### src/rtl/core/fewb_pkg.sv
// ---------------------------------------------------------------------------
// fewb_pkg
// Widths, constants, arctangent table and queue item type shared by the
// waypoint bearing unit.
// ---------------------------------------------------------------------------
package fewb_pkg;

	// field widths
	localparam int unsigned LAT_W      = 31;
	localparam int unsigned LON_W      = 32;
	localparam int unsigned DLAT_W     = 32;
	localparam int unsigned DLON_W     = 33;
	localparam int unsigned BEAR_W     = 17;
	localparam int unsigned S_TDATA_W  = 128;
	localparam int unsigned M_TDATA_W  = 24;

	// cordic datapath
	localparam int unsigned ANG_W      = 32;
	localparam int unsigned VEC_W      = 60;
	localparam int unsigned PRESCALE   = 24;
	localparam int unsigned PROD_W     = 48;
	localparam int unsigned HUND_W     = 16;

	localparam int unsigned CORDIC_STAGES_DEF = 20;
	localparam int unsigned QUEUE_DEPTH_DEF   = 4;

	// binary angle constants (2^32 per turn)
	localparam logic [ANG_W-1:0] ANG_QUARTER = 32'h4000_0000;
	localparam logic [ANG_W-1:0] ANG_HALF    = 32'h8000_0000;

	// hundredths of a degree
	localparam logic [HUND_W-1:0] TURN_HUND = 16'd36000;
	localparam logic [HUND_W-1:0] HALF_HUND = 16'd18000;
	localparam logic [PROD_W-1:0] ROUND_HALF = 48'h0000_8000_0000;

	// atan(2^-i) in binary angle units, rounded
	localparam logic [ANG_W-1:0] ATAN_LUT [32] = '{
		32'd536870912, 32'd316933406, 32'd167458907, 32'd85004756,
		32'd42667331,  32'd21354465,  32'd10679838,  32'd5340245,
		32'd2670163,   32'd1335087,   32'd667544,    32'd333772,
		32'd166886,    32'd83443,     32'd41722,     32'd20861,
		32'd10430,     32'd5215,      32'd2608,      32'd1304,
		32'd652,       32'd326,       32'd163,       32'd81,
		32'd41,        32'd20,        32'd10,        32'd5,
		32'd3,         32'd1,         32'd1,         32'd0
	};

	// classified item handed from front to back
	typedef struct packed {
		logic [DLAT_W-1:0] dlat;
		logic [DLON_W-1:0] dlon;
		logic              flip;
		logic              zero;
	} fewb_item_t;

endpackage

### src/rtl/core/fewb_front.sv
// ---------------------------------------------------------------------------
// fewb_front
// Input side: takes position pairs, forms exact deltas and classifies the
// vector (left half-plane, zero length) before queueing it.
// ---------------------------------------------------------------------------
module fewb_front (
	input  logic                                s_axis_tvalid,
	output logic                                s_axis_tready,
	input  logic [fewb_pkg::S_TDATA_W-1:0]      s_axis_tdata,
	input  logic                                q_full,
	output logic                                push,
	output fewb_pkg::fewb_item_t                item
);
	import fewb_pkg::*;

	logic [LAT_W-1:0] from_lat;
	logic [LON_W-1:0] from_lon;
	logic [LAT_W-1:0] to_lat;
	logic [LON_W-1:0] to_lon;

	// unpack the transaction
	assign from_lat = s_axis_tdata[LAT_W-1:0];
	assign from_lon = s_axis_tdata[LAT_W+LON_W-1:LAT_W];
	assign to_lat   = s_axis_tdata[2*LAT_W+LON_W-1:LAT_W+LON_W];
	assign to_lon   = s_axis_tdata[2*LAT_W+2*LON_W-1:2*LAT_W+LON_W];

	// accept whenever the queue has room
	assign s_axis_tready = !q_full;
	assign push          = s_axis_tvalid && !q_full;

	// exact deltas and classification
	always_comb begin
		item.dlat = {to_lat[LAT_W-1], to_lat} - {from_lat[LAT_W-1], from_lat};
		item.dlon = {to_lon[LON_W-1], to_lon} - {from_lon[LON_W-1], from_lon};
		item.flip = item.dlon[DLON_W-1];
		item.zero = (item.dlat == '0) && (item.dlon == '0);
	end

endmodule

### config.mk
export PLATFORM = sky130hd
export DESIGN_NAME = fewb_front
export DESIGN_NICKNAME = d
export VERILOG_FILES = /design/src/rtl/core/fewb_pkg.sv /design/src/rtl/core/fewb_front.sv
export SDC_FILE = /design/constraint.sdc
export NUM_CORES = 1
export LEC_CHECK = 0
export BUFFER_PORTS_ARGS = -buffer_cell sky130_fd_sc_hd__buf_2
export CORE_MARGIN = 4
export CORE_UTILIZATION = 31
export DETAILED_ROUTE_END_ITERATION = 10
export GPL_TIMING_DRIVEN = 0
export PLACE_DENSITY_LB_ADDON = 0.3
export SLEW_MARGIN = 30
export SYNTH_ARGS = -nofsm -noshare
export SYNTH_HDL_FRONTEND = slang
export SYNTH_SLANG_ARGS = --single-unit
### constraint.sdc
create_clock -name vclk -period 3.91
set_input_delay 0.1955 -clock vclk [all_inputs]
set_output_delay 0.1955 -clock vclk [all_outputs]
set_load 0.005 [all_outputs]
==> qor.yml <==
run_status:
  outcome: "finished with violations"
  violations: "negative setup slack"
route:
  wl_microns: 13900
  wl_per_cell_microns: 15.0
  vias_per_cell: 5.15
  ant_nets: 0
  drt-initial-drc-count: 276
  vias: 4782
  drc: 0
  firstDrtPassIters: 4
floorplanning:
  rows: 40
  ios: 199
  die_h_microns: 119
  die_x_microns: 119
  start_util: 0.317
  die_area_sq_um: 14100
  fp.coreArea_sq_um: 12000
timing:
  finalSetupViolCount: 1
  fmax_ghz: 0.249
  rsz0062_at_grt: "true"
  setup-tns-final_ps: -112
  relSlewSlack: 0.705
  hold_viol_final: 0
  fin_ws_ps: -112
  period_minus_slack_ps: 4020
  min_period_over_period: 1.03
  worst_pin_slew_ps: 438
  drv_slew: 0
hold_path:
  hp-start: "q_full"
  holdPathStages: 3
  hold_path_class: "in2out"
  hold-path-endpoint: "s_axis_tready"
yosys:
  synth_area_per_cell_sq_um: 6.61
  ys_top_cells_by_area: "ha_1 (21%), xnor2_1 (9.0%), a21oi_1 (8.0%)"
  syn_nets: 771
  yosys_warnings: 0
  synthesis.area_sq_um: 3810
  ys_types: 68
  syn_inst: 576
  seq_area_frac_synth: 0
  synth_most_common_cell: "inv_1"
  synth_area_leader_cell: "ha_1"
  synth_top_area_share: 0.207
  synth_common_cells: "inv_1 (79), ha_1 (63), a21oi_1 (61)"
run:
  maxCapViolCount: 0
place:
  gp_congestion: 0.889
  place_hpwl_microns: 12000
  dp_cells: 920
  dp_slack_ps: -649
  port_buffers: 197
global_routing:
  grt_pass1_wl_microns: 22100
  grt_max_degree: 10
  antenna_found_initial: 0
  gr-usage-all-layers: 0.181
  grt-ovfl-total: 0
  grt_pass1_vias: 4591
cells_and_area:
  syn_to_final_growth_pct: 39.2
  nFlopsAndLatches: 0
  nNetsFinal: 978
  drive_gt1_frac: 0.333
  finish.utilization: 0.442
  clockBufferCount: 0
  diodes: 0
  regArea_sq_um: 0
  stdcell_count: 928
worst_setup_path:
  worstSetupEndpointType: "output port"
  worstPathMaxFanout: 3
  worst_setup_path_start_kind: "input port"
  crit_required_ps: 3710
  arrival_ps: 3830
  crit_type: "in2out"
power_and_ir_drop:
  vdd_drop_max_mv: 0.0859
  p_per_area_nw_per_um2: 191
  power.leakage_nw: 2.74
clock_network:
  ctsHoldBuffers: 0
cell families after synthesis:
logic type | after synthesis | share of synthesized area
and+or+nand+nor | 185 | 0.243
AOI/OAI and AO/OA | 176 | 0.303
buffers and inverters | 92 | 0.104
adders and majority gates | 65 | 0.217
xor gates and xnor gates | 58 | 0.133
area by class of cell:
type                            count  area, sq um
Tap cell                          147          184
Multi-Input combinational cell    484         3660
Timing Repair Buffer              206         1070
Buffer                             12         95.1
Fill cell                        1280         6710
Inverter                           79          299
how the worst max path moves through the flow:
stage	startpoint	end	slack, ps
3_5_place_dp	s_axis_tdata[31]	item[0]	-650
6_report	s_axis_tdata[94]	item[0]	-110
5_1_grt	s_axis_tdata[94]	item[0]	-290
2_1_floorplan	s_axis_tdata[94]	item[0]	320
3_3_place_gp	s_axis_tdata[31]	item[0]	-630
4_1_cts	s_axis_tdata[94]	item[0]	-260
layout by cell type (no fill, tap or decap), drive strengths merged, types with 9 or more instances in the layout:
cell type and count:
a211oi 11, a21o 10, a21oi 62, buf 210
ha 63, inv 79, nand2 51, nand2b 12
nand4 9, nor2 52, nor2b 9, nor3 10
nor4 10, o21a 14, o21ai 32, xnor2 39
xor2 19
per-stage QoR:
| stage | hold slack (ps) | cell area, sq um | power, mW |
|---|---|---|---|
| 5_1_grt | 642 | 5300 | 1.12 |
| 2_1_floorplan | 418 | 3810 | 0.583 |
| 3_5_place_dp | 619 | 4980 | 0.944 |
| 4_1_cts | 619 | 5080 | 0.968 |
| 3_3_place_gp | 615 | 4980 | 0.944 |
| 6_report | 616 | 5300 | 1.01 |
metal layers:
layer  vias to the layer above  track usage  wire (microns)  share of wire
li1                       2469            -               -              -
met1                      2123        0.251            6390           0.46
met2                       186        0.311            6450           0.46
met3                         4       0.0218             947          0.068
met4                         0       0.0152              97         0.0070
met5                         -            0               0              0
critical path, cell delays in order:
cell and delay, ps:
buf_8 70, inv_4 30, ha_4 160, fa_2 360
nand2b_4 170, a21oi_4 190, o211ai_4 130, o221ai_2 240
a311o_1 260, a221oi_2 80, nand4b_1 250, o21a_2 260
xnor2_2 140, or4b_4 490, or4_4 500, nor4_4 150
buf_2 150
where the power goes:
| part | leakage [nW] | internal (mW) | switching (mW) | total [mW] |
|---|---|---|---|---|
| sequential | 0 | 0 | 0 | 0 |
| combinational | 2.74 | 0.453 | 0.560 | 1.01 |
| clock | 0 | 0 | 0 | 0 |
timing repair:
action,CTS,global route
setup buffers,3,6
pin swaps,9,27
setup endpoints to repair,2,2
resized for setup,15,33
Power figures use the tool's default switching activity.
