### src/rtl/core/fewb_pkg.sv
// ---------------------------------------------------------------------------
// fewb_pkg
// Widths, constants, arctangent table and queue item type shared by the
// waypoint bearing unit.
// ---------------------------------------------------------------------------
package fewb_pkg;

	// field widths
	localparam int unsigned LAT_W      = 31;
	localparam int unsigned LON_W      = 32;
	localparam int unsigned DLAT_W     = 32;
	localparam int unsigned DLON_W     = 33;
	localparam int unsigned BEAR_W     = 17;
	localparam int unsigned S_TDATA_W  = 128;
	localparam int unsigned M_TDATA_W  = 24;

	// cordic datapath
	localparam int unsigned ANG_W      = 32;
	localparam int unsigned VEC_W      = 60;
	localparam int unsigned PRESCALE   = 24;
	localparam int unsigned PROD_W     = 48;
	localparam int unsigned HUND_W     = 16;

	localparam int unsigned CORDIC_STAGES_DEF = 20;
	localparam int unsigned QUEUE_DEPTH_DEF   = 4;

	// binary angle constants (2^32 per turn)
	localparam logic [ANG_W-1:0] ANG_QUARTER = 32'h4000_0000;
	localparam logic [ANG_W-1:0] ANG_HALF    = 32'h8000_0000;

	// hundredths of a degree
	localparam logic [HUND_W-1:0] TURN_HUND = 16'd36000;
	localparam logic [HUND_W-1:0] HALF_HUND = 16'd18000;
	localparam logic [PROD_W-1:0] ROUND_HALF = 48'h0000_8000_0000;

	// atan(2^-i) in binary angle units, rounded
	localparam logic [ANG_W-1:0] ATAN_LUT [32] = '{
		32'd536870912, 32'd316933406, 32'd167458907, 32'd85004756,
		32'd42667331,  32'd21354465,  32'd10679838,  32'd5340245,
		32'd2670163,   32'd1335087,   32'd667544,    32'd333772,
		32'd166886,    32'd83443,     32'd41722,     32'd20861,
		32'd10430,     32'd5215,      32'd2608,      32'd1304,
		32'd652,       32'd326,       32'd163,       32'd81,
		32'd41,        32'd20,        32'd10,        32'd5,
		32'd3,         32'd1,         32'd1,         32'd0
	};

	// classified item handed from front to back
	typedef struct packed {
		logic [DLAT_W-1:0] dlat;
		logic [DLON_W-1:0] dlon;
		logic              flip;
		logic              zero;
	} fewb_item_t;

endpackage

### src/rtl/core/fewb_queue.sv
// ---------------------------------------------------------------------------
// fewb_queue
// Short first-in first-out queue of classified items between front and back.
// ---------------------------------------------------------------------------
module fewb_queue #(
	parameter int unsigned DEPTH = fewb_pkg::QUEUE_DEPTH_DEF
) (
	input  logic                 clk,
	input  logic                 arst_n,
	input  logic                 push,
	input  fewb_pkg::fewb_item_t wr_item,
	input  logic                 pop,
	output fewb_pkg::fewb_item_t rd_item,
	output logic                 full,
	output logic                 not_empty
);
	import fewb_pkg::*;

	localparam int unsigned PTR_W = (DEPTH > 1) ? $clog2(DEPTH) : 1;
	localparam int unsigned CNT_W = $clog2(DEPTH + 1);

	fewb_item_t       mem_q [DEPTH];
	logic [PTR_W-1:0] wr_ptr_q;
	logic [PTR_W-1:0] rd_ptr_q;
	logic [CNT_W-1:0] count_q;

	assign full      = (count_q == CNT_W'(DEPTH));
	assign not_empty = (count_q != '0);
	assign rd_item   = mem_q[rd_ptr_q];

	// pointers and fill count
	always_ff @(posedge clk or negedge arst_n) begin
		if (!arst_n) begin
			wr_ptr_q <= '0;
			rd_ptr_q <= '0;
			count_q  <= '0;
		end else begin
			if (push) begin
				wr_ptr_q <= (wr_ptr_q == PTR_W'(DEPTH - 1)) ? '0 : wr_ptr_q + PTR_W'(1);
			end
			if (pop) begin
				rd_ptr_q <= (rd_ptr_q == PTR_W'(DEPTH - 1)) ? '0 : rd_ptr_q + PTR_W'(1);
			end
			unique case ({push, pop})
				2'b10:   count_q <= count_q + CNT_W'(1);
				2'b01:   count_q <= count_q - CNT_W'(1);
				default: count_q <= count_q;
			endcase
		end
	end

	// entry storage
	always_ff @(posedge clk) begin
		if (push) begin
			mem_q[wr_ptr_q] <= wr_item;
		end
	end

endmodule

### config.mk
export PLATFORM = sky130hd
export DESIGN_NAME = fewb_queue
export DESIGN_NICKNAME = d
export VERILOG_FILES = /design/src/rtl/core/fewb_pkg.sv /design/src/rtl/core/fewb_queue.sv
export SDC_FILE = /design/constraint.sdc
export NUM_CORES = 1
export LEC_CHECK = 0
export ABC_AREA = 1
export ABC_CLOCK_PERIOD_IN_PS = 2400
export BUFFER_PORTS_ARGS = -buffer_cell sky130_fd_sc_hd__buf_2
export CORE_MARGIN = 2
export CORE_UTILIZATION = 52
export DETAILED_ROUTE_END_ITERATION = 16
export HOLD_SLACK_MARGIN = 0.15
export PLACE_DENSITY = 0.76
export SLEW_MARGIN = 20
export SYNTH_ARGS = -nofsm -noshare
export SYNTH_HDL_FRONTEND = slang
export SYNTH_SLANG_ARGS = --single-unit
### constraint.sdc
create_clock -name clk -period 2.4 [get_ports clk]
set_clock_uncertainty 0.1 [all_clocks]
set_input_delay 0.36 -clock clk [delete_from_list [all_inputs] [get_ports clk]]
set_output_delay 0.36 -clock clk [all_outputs]
set_load 0.05 [all_outputs]
==> results by stage <==
Logic synthesis:
- The synthesized netlist contains 19 unique library cells.
- For this run, the leading register cell type out of synthesis is sky130_fd_sc_hd__edfxtp_1.
- The combined area of all synthesized cells is about 11000 µm².
- After synthesis, the cell types taking the most area are sky130_fd_sc_hd__edfxtp_1 (73%), sky130_fd_sc_hd__o211ai_1 (9.2%), sky130_fd_sc_hd__nand2_1 (7.3%), sky130_fd_sc_hd__inv_1 (5.0%), sky130_fd_sc_hd__dfrtp_1 (1.6%).
- Summing the areas of all compound-gate instances in the mapped netlist gives around a tenth of the synthesized area.
- The synthesized flop and latch total is between 200 and 300.
- Counting flops with a built-in enable in the synthesized netlist gives 268.
- After synthesis, the share of flip-flops with an asynchronous set or reset is 2.55%.
- The proportion of netlist area held by the largest area contributor is around 73%.
- Of the total synthesized cell area, the portion taken by XOR and XNOR cells is 0.0797%.
- After synthesis, the mean cell area works out to about 13 µm².
- The share of the yosys chip area belonging to registers is about three quarters.
- After Yosys synthesis, full adders, half adders and majority gates account for 0.865% of the synthesized area.
- Of all cell types, the one taking the most synthesized area is sky130_fd_sc_hd__edfxtp_1.
- Synthesis handed over a netlist of about 840 instances.
- For this run, the number of Yosys warnings is 0.
- By area, the combinational part of the netlist is dominated by compound AO/OA/AOI/OAI gates.
- After Yosys synthesis, and, or, nand and nor cells account for under 10% of the synthesized area.
- The post-synth net total is a little over 900.
- Multiplexer cells account for 0% of the synthesized area.

Floorplan:
- The die covers 22300 µm².
- The die is ~150 µm wide.
- 140 I/O pins were placed.
- The vertical die dimension is between 100 and 150 µm.
- The initial core utilization is 52.6%.
- The region available for standard cell placement spans roughly 21000 µm².
- The floorplan has 53 rows.

CTS:
- The cell at the root of the clock tree is sky130_fd_sc_hd__clkbuf_16.
- TritonCTS created 28 clock buffers.
- The maximum clock path buffer count is 3.
- TritonCTS built the clock tree.
- In this run the number of H-tree levels came out at 1.
- The clock edge transition at the registers on the reported setup and hold paths is 0.06 ns.
- At the later pin of the worst-skew pair, clock insertion delay measures between 0.5 and 0.6 ns.
- Clock tree synthesis found a total of 275 sinks.

Placed design:
- The HPWL after detailed placement is about 11 mm.
- The last weighted congestion value of the routability-driven placer is approximately 0.73.
- The standard cell area after detailed placement is approximately 12000 µm².
- The number of buffer cells added on primary ports is 139.

Route:
- The number of nets with antenna violations after routing is 0.
- The DRC violation count after routing is 0.
- The first-pass iteration count of the detailed router is 5.
- The via count is approximately 6900.
- Dividing the detail-routed wire length by the instance count gives 16.8 µm.
- Wires add up to about 23 mm.
- The DRC marker count from the first detailed-route iteration is between 300 and 400.
- Dividing the detail-routed via count by the number of cells gives 5.09.

GRT:
- The met2 global-route usage is approximately 37%.
- The fraction of met1 tracks used by global routing is a little under a quarter.
- The total overflow left after global routing is 0.
- The number of global-route vias before repair was 6785.
- Entering global routing, the biggest net connects around 70 pins.
- The initial antenna violation count was 0.
- met2 is the most crowded layer.
- The wire length of the first global-routing pass is around 34 mm.
- The total global routing track utilization is 19.6%.
- Global routing used about 3.5% of the available met3 tracks.

Cells and area:
- Of the cells placed in the final design, the portion with a size suffix greater than 1 is ~21%.
- The area growth from synthesis to layout is 27.9%.
- The net count of the finished layout is between 1000 and 1500.
- The post-route standard cell area excluding fillers is 14100 µm².
- Leaving out fill and tap cells, the most frequent cell in the layout is sky130_fd_sc_hd__edfxtp_1.
- In the layout the commonest cells are sky130_fd_sc_hd__edfxtp_1 (268), sky130_fd_sc_hd__nand2_1 (214), sky130_fd_sc_hd__inv_1 (143), sky130_fd_sc_hd__o211ai_1 (134), sky130_fd_sc_hd__buf_2 (121).
- 0 antenna diodes ended up in the layout.
- The number of filler instances in the final layout is about 1400.
- For this run, the share of the core covered by cells in the final layout is approximately two thirds.

Power and ir drop:
- Power comes to roughly 19 mW.
- Power spread over the standard cell area amounts to roughly 1300 nW/µm².
- The peak ir drop on the vdd network is approximately 0.0011 V.
- The leakage power is 5.72 nW.

Setup path:
- The nature of the critical path endpoint is an output port.
- The family with the most delay on the worst path is buffers and inverters.
- Of all nets on the critical path, the largest fanout is 20.
- Together, buffers and inverters on the worst path number 4.
- Walking the worst path, the cells encountered are buf_12 -> inv_8 -> clkbuf_16 -> nand2_1 -> o211ai_1 -> nand2_1 -> clkbuf_4.
- The kind of start point of the critical path is a flip-flop.
- On the worst path, the slowest cell contributes a delay of around 0.43 ns.
- The slowest stage of the critical path belongs to the cell sky130_fd_sc_hd__dfrtp_2.
- The worst setup path is of the flip-flop to output port kind.
- The endpoint required time on the critical path is about 1.9 ns.
- The setup check on the worst reg-to-reg path leaves a slack of 0.70 ns.
- The dominant cell type by count on the critical path is sky130_fd_sc_hd__nand2_1.
- For the worst setup path, the data arrival time is approximately 1.9 ns.

Run:
- Max-cap violations in this run came to 0.

STA:
- Static timing analysis puts the maximum clock frequency at between 400 and 500 MHz.
- Setup repair after global routing could not meet its margin everywhere.
- The part of the cycle the worst path needs is between 90% and 100%.
- The number of pins exceeding their max-slew limit in the final report came to 0.
- The routed design could run at a clock period as short as ~2.4 ns.
- At the pin with the least slew margin, the transition time is about 0.45 ns.
- Adding up every negative setup slack in the final design gives 0 ns.
- Setup violations remaining at the end of the flow were counted as 0.
- The hold violation total from the final report is 0.
- Headroom to the max-slew limit came out at between 60% and 70%.

Outcome:
- The flow ran to the end, and the final reports show no timing, DRC or antenna violations.

Min path:
- The min-delay analysis places its worst path in the category flip-flop to flip-flop.
==> flip-flops by register name (all words and copies together), names as in the netlist <==
name / count
rd_ptr_q: 2
wr_ptr_q: 2
mem_q: 268
count_q: 3
==> per-stage QoR <==
| step | instances | setup slack, ns | hold slack, ns |
|---|---|---|---|
| floorplan | 836 | 0.222 | -0.0356 |
| global placement | 1222 | 0.459 | 0.111 |
| detailed placement | 1222 | 0.422 | 0.109 |
| CTS | 1348 | -0.0142 | 0.383 |
| global route | 1356 | -0.0217 | 0.421 |
| finish | 1356 | 0.0402 | 0.380 |
==> cells by family after synthesis <==
| logic type | Yosys count |
|---|---|
| AO/OA/AOI/OAI | 139 |
| buffers and inverters | 194 |
| flip-flops | 275 |
| adder cells (fa/ha/maj) | 7 |
| AND/OR/NAND/NOR | 220 |
| XOR/XNOR | 1 |
==> worst reg2reg max path, stage by stage, from the launching register on <==
cell and delay, ns:
sky130_fd_sc_hd__dfrtp_1 0.40, sky130_fd_sc_hd__inv_1 0.11, sky130_fd_sc_hd__ha_1 0.15, sky130_fd_sc_hd__nand2_1 0.08, sky130_fd_sc_hd__clkinvlp_4 0.09, sky130_fd_sc_hd__buf_12 0.35
==> repair_timing <==
action                                  in CTS  in global routing
buffers inserted                             1                  2
cloned                                       3                  6
hold buffers                                71                  0
endpoints found under the hold margin      279                  0
endpoints found under the setup margin      64                 52
resized for setup                            7                 30
pin swaps                                    0                  2
==> area by class of cell <==
type                       count  area, µm²  area share [%]
clock buffer                  31        733            5.22
clock inverter                20        189            1.34
inverter                     149        606            4.31
multi-input combinational    367       1970            14.0
sequential                   275       8230            58.5
tap                          275        344            2.45
timing repair buffer         235       1950            13.9
timing repair inverter         4       40.0           0.285
==> per-layer routing <==
| metal | vias to the layer above | share of wire, % | wire length (µm) |
|---|---|---|---|
| li1 | 3371 | - | - |
| met1 | 3333 | 41 | 9240 |
| met2 | 168 | 53 | 12000 |
| met3 | 36 | 4.5 | 1020 |
| met4 | 0 | 1.9 | 428 |
| met5 | - | 0 | 0 |
==> power breakdown <==
group          internal [mW]  switching [mW]
clock                   2.53            1.74
sequential              6.15           0.206
combinational           2.20            5.71
total                   10.9            7.66
==> synthesized netlist by cell type (all sizes together) (2+ instances only) <==
cell type    n
nand2      214
buf         36
ha           6
edfxtp     268
nand3        2
o21ai        5
inv        149
dfrtp        7
nor2         2
clkbuf       9
o211ai     134
==> path summary, 6_finish.rpt <==
check	endpoint	depth (start not counted)	from
setup / recovery	rd_item[50]	7	rd_ptr_q[0]
hold / removal	count_q[2]	2	count_q[2]
setup reg to reg	mem_q[1][35]	5	wr_ptr_q[1]
hold reg to reg	count_q[2]	2	count_q[2]
max in group asynchronous	rd_ptr_q[1]	3	arst_n
min in group asynchronous	wr_ptr_q[0]	3	arst_n
No activity file was read; power rests on OpenSTA's default activity.
